File: src/rtl/nvl_pkg.sv
package nvl_pkg;

  localparam int DEF_CORDIC_STAGES  = 16;
  localparam int DEF_COMPONENT_BITS = 16;
  localparam int ATAN_TABLE_LEN     = 24;

  localparam int WORK_W      = 43;
  localparam int WORK_SCALE  = 40;
  localparam int ANG_W       = 26;
  localparam int LAT_W       = 24;
  localparam int LON_W       = 25;
  localparam int OUT_TDATA_W = 56;

  localparam int MAG_W      = 41;
  localparam int SPLIT      = 21;
  localparam int GAIN_W     = 20;
  localparam int PLO_W      = SPLIT + GAIN_W;
  localparam int PHI_W      = MAG_W - SPLIT + GAIN_W;
  localparam int SUM_W      = MAG_W + GAIN_W + 1;
  localparam int FRAC_SHIFT = 20;

  localparam logic [GAIN_W-1:0] INV_GAIN_Q20 = 20'd636750;
  localparam logic [SUM_W-1:0]  ROUND_HALF   = SUM_W'(1) << (FRAC_SHIFT - 1);

  localparam logic signed [ANG_W-1:0] DEG90  = 26'sd5898240;
  localparam logic signed [ANG_W-1:0] DEG180 = 26'sd11796480;
  localparam logic signed [ANG_W-1:0] DEG360 = 26'sd23592960;

  typedef struct packed {
    logic degen;
    logic polar;
    logic yzero;
    logic xneg;
    logic zpos;
  } flags_t;

  function automatic logic signed [ANG_W-1:0] atan_deg(input int i);
    logic signed [ANG_W-1:0] a;
    case (i)
      0:  a = 26'sd2949120;
      1:  a = 26'sd1740967;
      2:  a = 26'sd919879;
      3:  a = 26'sd466945;
      4:  a = 26'sd234379;
      5:  a = 26'sd117304;
      6:  a = 26'sd58666;
      7:  a = 26'sd29335;
      8:  a = 26'sd14668;
      9:  a = 26'sd7334;
      10: a = 26'sd3667;
      11: a = 26'sd1833;
      12: a = 26'sd917;
      13: a = 26'sd458;
      14: a = 26'sd229;
      15: a = 26'sd115;
      16: a = 26'sd57;
      17: a = 26'sd29;
      18: a = 26'sd14;
      19: a = 26'sd7;
      20: a = 26'sd4;
      21: a = 26'sd2;
      22: a = 26'sd1;
      default: a = 26'sd0;
    endcase
    return a;
  endfunction

endpackage

File: src/rtl/nvl_cordic_stage.sv
module nvl_cordic_stage #(
  parameter int SHIFT = 0,
  parameter int SBW   = 1
) (
  input  logic                             clk,
  input  logic                             rst,
  input  logic                             in_valid,
  output logic                             in_ready,
  input  logic signed [nvl_pkg::WORK_W-1:0] in_x,
  input  logic signed [nvl_pkg::WORK_W-1:0] in_y,
  input  logic signed [nvl_pkg::ANG_W-1:0]  in_ang,
  input  logic [SBW-1:0]                   in_sb,
  output logic                             out_valid,
  input  logic                             out_ready,
  output logic signed [nvl_pkg::WORK_W-1:0] out_x,
  output logic signed [nvl_pkg::WORK_W-1:0] out_y,
  output logic signed [nvl_pkg::ANG_W-1:0]  out_ang,
  output logic [SBW-1:0]                   out_sb
);
  import nvl_pkg::*;

  localparam logic signed [ANG_W-1:0] ATAN = atan_deg(SHIFT);

  logic signed [WORK_W-1:0] dx, dy, x_next, y_next;
  logic signed [ANG_W-1:0]  ang_next;

  assign dx = in_x >>> SHIFT;
  assign dy = in_y >>> SHIFT;

  always_comb begin
    if (in_y > 0) begin
      x_next   = in_x + dy;
      y_next   = in_y - dx;
      ang_next = in_ang + ATAN;
    end else begin
      x_next   = in_x - dy;
      y_next   = in_y + dx;
      ang_next = in_ang - ATAN;
    end
  end

  assign in_ready = !out_valid || out_ready;

  always_ff @(posedge clk) begin
    if (rst) begin
      out_valid <= 1'b0;
    end else if (in_ready) begin
      out_valid <= in_valid;
    end
  end

  always_ff @(posedge clk) begin
    if (in_ready) begin
      out_x   <= x_next;
      out_y   <= y_next;
      out_ang <= ang_next;
      out_sb  <= in_sb;
    end
  end

endmodule

File: config.mk
export PLATFORM = sky130hd
export DESIGN_NAME = nvl_cordic_stage
export DESIGN_NICKNAME = d
export VERILOG_FILES = /design/src/rtl/nvl_pkg.sv /design/src/rtl/nvl_cordic_stage.sv
export SDC_FILE = /design/constraint.sdc
export NUM_CORES = 1
export LEC_CHECK = 0
export ABC_AREA = 1
export BUFFER_PORTS_ARGS = -buffer_cell sky130_fd_sc_hd__buf_2
export CAP_MARGIN = 0
export CORE_MARGIN = 4
export CORE_UTILIZATION = 25
export CTS_CLUSTER_SIZE = 8
export DETAILED_ROUTE_END_ITERATION = 16
export GPL_ROUTABILITY_DRIVEN = 0
export GPL_TIMING_DRIVEN = 0
export SLEW_MARGIN = 40
export SYNTH_ARGS = -nofsm -noshare
export SYNTH_HDL_FRONTEND = slang
export SYNTH_SLANG_ARGS = --single-unit
File: constraint.sdc
create_clock -name clk -period 9.55 [get_ports clk]
set_clock_uncertainty 0.1 [all_clocks]
set_input_delay 0.955 -clock clk [delete_from_list [all_inputs] [get_ports clk]]
set_output_delay 0.955 -clock clk [all_outputs]
set_load 0.01 [all_outputs]
==> reports/metrics.yaml <==
logic_synthesis:
  synthTopCellsByArea: "edfxtp_1 23%, nand2_1 21%, ha_1 11%, inv_1 9.9%, nand3_1 7.4%"
  synth_nets: 2640
  synth_adder_area_share_pct: 11.9
  ys_warn_count: 0
  synth_edf_count: 112
  synth_mux_area_share_pct: 0
  netlist_area_mm2: 0.0148
  yosysTopAreaCellShare_pct: 22.7
  synth_xor_area_share_pct: 2.66
  syn_avg_cell_area_um2: 6.21
  synth_cell_type_count: 42
  yosys.area_share.simple_pct: 39.6
  netlist_instances: 2385
  async_flop_share_pct: 0
  yosysSeqAreaShare_pct: 22.9
  synth_seq_cells: 113
  synth_top_area_cell: "edfxtp_1"
  synthFlopType: "edfxtp_1"
  synth_top_family_by_area: "simple AND/OR/NAND/NOR gates"
  synth_compound_area_share_pct: 9.92
flow_run:
  max_cap_viol_count: 0
sta:
  min_period_over_period_pct: 47.4
  min_period_ns: 4.53
  relSlewSlack_pct: 42.0
  tns_ns: 0
  worst_slack_ns: 5.02
  report.final.slew_viol_count: 0
  timing.hold.ws_ns: 0.569
  setup_viol: 0
  grt_setup_unrepaired: "no"
  fmax_mhz: 221
  worstMarginPinSlew_ns: 0.870
  hold_viol: 0
drt:
  dr.pass1.iters: 6
  wl_um: 64800
  via_per_inst: 4.81
  ant_nets: 0
  post_drt_wl_per_cell_um: 19.0
  drt_iter0_drc: 1761
  remaining_drc_errors: 0
  vias: 16400
clocking:
  cts-buffers-inserted: 17
  post-cts-setup-buffer-count: 0
  h-tree-depth: 4
  clk_pin_slew_ns: 0.05
  cts_tree: "built"
  clock_sinks: 113
  ctsHoldBuffers: 0
  cts_resized: 0
  clk_path_buf_depth: 2
  cts_root_buf: "clkbuf_16"
  worstSkewPairLatency_ns: 0.43
grt:
  grt_overflow_total: 0
  antenna_found_initial: 10
  grt_max_degree: 42
  grtUsageTotal_pct: 19.8
  first_global_vias: 15600
  grt_pass1_wl_um: 93400
setup_path:
  cp-start-kind: "primary input"
  required_ns: 9.63
  arrival_ns: 4.61
  reg2reg_depth: 4
  worstSetupEndpointType: "flip-flop"
  crit_fanout: 13
  path_class: "in2reg"
floorplan:
  core_mm2: 0.0581
  die_x_um: 251
  die_h_um: 251
  io_pins: 232
  rows: 88
  dieArea_mm2: 0.0632
  start_util_pct: 25.5
finish:
  stdcell_count: 3420
  register_area_mm2: 0.00338
  finalNetCount: 2894
  post-route-cell-area_mm2: 0.0175
  multi_input_area_mm2: 0.00949
  num-fill-cells: 6589
  area_delta_synth_final_pct: 18.5
  drive_above_1_share_pct: 16.9
  final_util_pct: 30.2
placement:
  dp_hpwl_um: 55400
  dpl-instance-area_mm2: 0.0170
  numPortBuffers: 231
  post-place-cells: 3384
  dp_slack_ns: 4.73
power_and_ir_drop:
  leakage_nw: 9.35
  irDropWorstVdd_uv: 116
  cellPowerDensity_mw_per_mm2: 128
  fin_total_pwr_mw: 2.25
outcome:
  status: "completed"
hold_path:
  holdPathStages: 2
  hp-class: "in2reg"
==> final cells by class <==
type | instances | area share (%)
multi-input cells | 1811 | 54.1
flip-flops and latches | 113 | 19.3
inverters | 403 | 8.63
repair buffers | 235 | 6.98
well taps | 765 | 5.46
clock buffers | 17 | 2.43
plain buffers | 58 | 2.41
clock inverters | 14 | 0.621
diodes | 4 | 0.0571
==> report_power, final <==
part	switching, mW	leakage [nW]	internal, mW	total, mW
clock	0.260	0.249	0.332	0.592
sequential	0.0211	1.18	0.647	0.668
combinational	0.679	7.92	0.311	0.990
total	0.959	9.35	1.29	2.25
==> placed cells by master (no fill, tap or decap), types with 6 or more instances in the layout <==
master and count:
o21ai_1 12, nand2_2 26, buf_6 12, a21oi_1 123, nor3_1 12, edfxtp_1 112
nand3_1 220, nor2_2 50, o21bai_1 26, o21ai_0 69, buf_4 27, nand3b_1 8
clkbuf_16 17, inv_1 389, o21ai_2 6, nor2_1 179, xor2_1 42, a21oi_2 17
ha_1 134, buf_2 244, inv_2 14, and2_1 10, nand4_1 25, nand2_1 814
==> path summary, 6_finish.rpt <==
path / endpoint / slack (ns) / startpoint
setup / recovery: out_ang[22] / 5.02 / in_y[1]
setup reg to reg: out_ang[1] / 7.76 / out_valid
hold / removal: out_valid / 0.57 / rst
hold reg to reg: out_valid / 0.64 / out_valid
==> routing by layer <==
metal	part of all wire, %	track usage [%]	vias to the layer above
met5	0.11	0	-
met4	4.8	8.97	12
met3	10	4.45	162
met2	43	30.9	810
met1	42	26.2	7449
li1	-	-	8006
==> critical path: stages <==
cell	delay (ns)
buf_2	0.14
inv_1	0.22
nand4_1	0.39
nor3_1	0.50
nand2_1	0.32
nand2_2	0.28
inv_2	0.16
clkbuf_2	0.35
fa_1	0.49
o21ai_0	0.38
a21oi_1	0.12
nor2_1	0.10
nor2_1	0.05
xnor2_1	0.12
==> cell usage after synthesis, types with 2 or more instances <==
| library cell | n |
|---|---|
| a21oi_1 | 123 |
| a21oi_2 | 17 |
| and2_1 | 10 |
| buf_1 | 3 |
| buf_2 | 13 |
| buf_4 | 26 |
| buf_6 | 12 |
| clkbuf_1 | 4 |
| edfxtp_1 | 112 |
| fa_1 | 4 |
| ha_1 | 134 |
| inv_1 | 389 |
| inv_2 | 14 |
| nand2_1 | 815 |
| nand2_2 | 26 |
| nand2_4 | 3 |
| nand2b_1 | 3 |
| nand3_1 | 220 |
| nand3_2 | 4 |
| nand3b_1 | 8 |
| nand4_1 | 25 |
| nor2_1 | 179 |
| nor2_2 | 50 |
| nor2_4 | 5 |
| nor3_1 | 12 |
| o211ai_1 | 2 |
| o21ai_0 | 69 |
| o21ai_1 | 12 |
| o21ai_2 | 6 |
| o21bai_1 | 26 |
| or2_1 | 4 |
| or2_2 | 2 |
| xnor2_1 | 3 |
| xor2_1 | 42 |
==> cell families (layout without fill, tap and decap cells) <==
| family | after synthesis | in the layout |
|---|---|---|
| AO/OA/AOI/OAI | 259 | 259 |
| XOR/XNOR | 45 | 45 |
| adder cells (fa/ha/maj) | 138 | 138 |
| buffers and inverters | 461 | 727 |
| flip-flops | 113 | 113 |
| other | 0 | 4 |
| AND/OR/NAND/NOR | 1369 | 1369 |
==> state kept, by name, summed over array words and instances (netlist names) <==
name       flops
out_sb         1
out_y         42
out_x         43
out_ang       26
out_valid      1
Power figures use the tool's default switching activity.
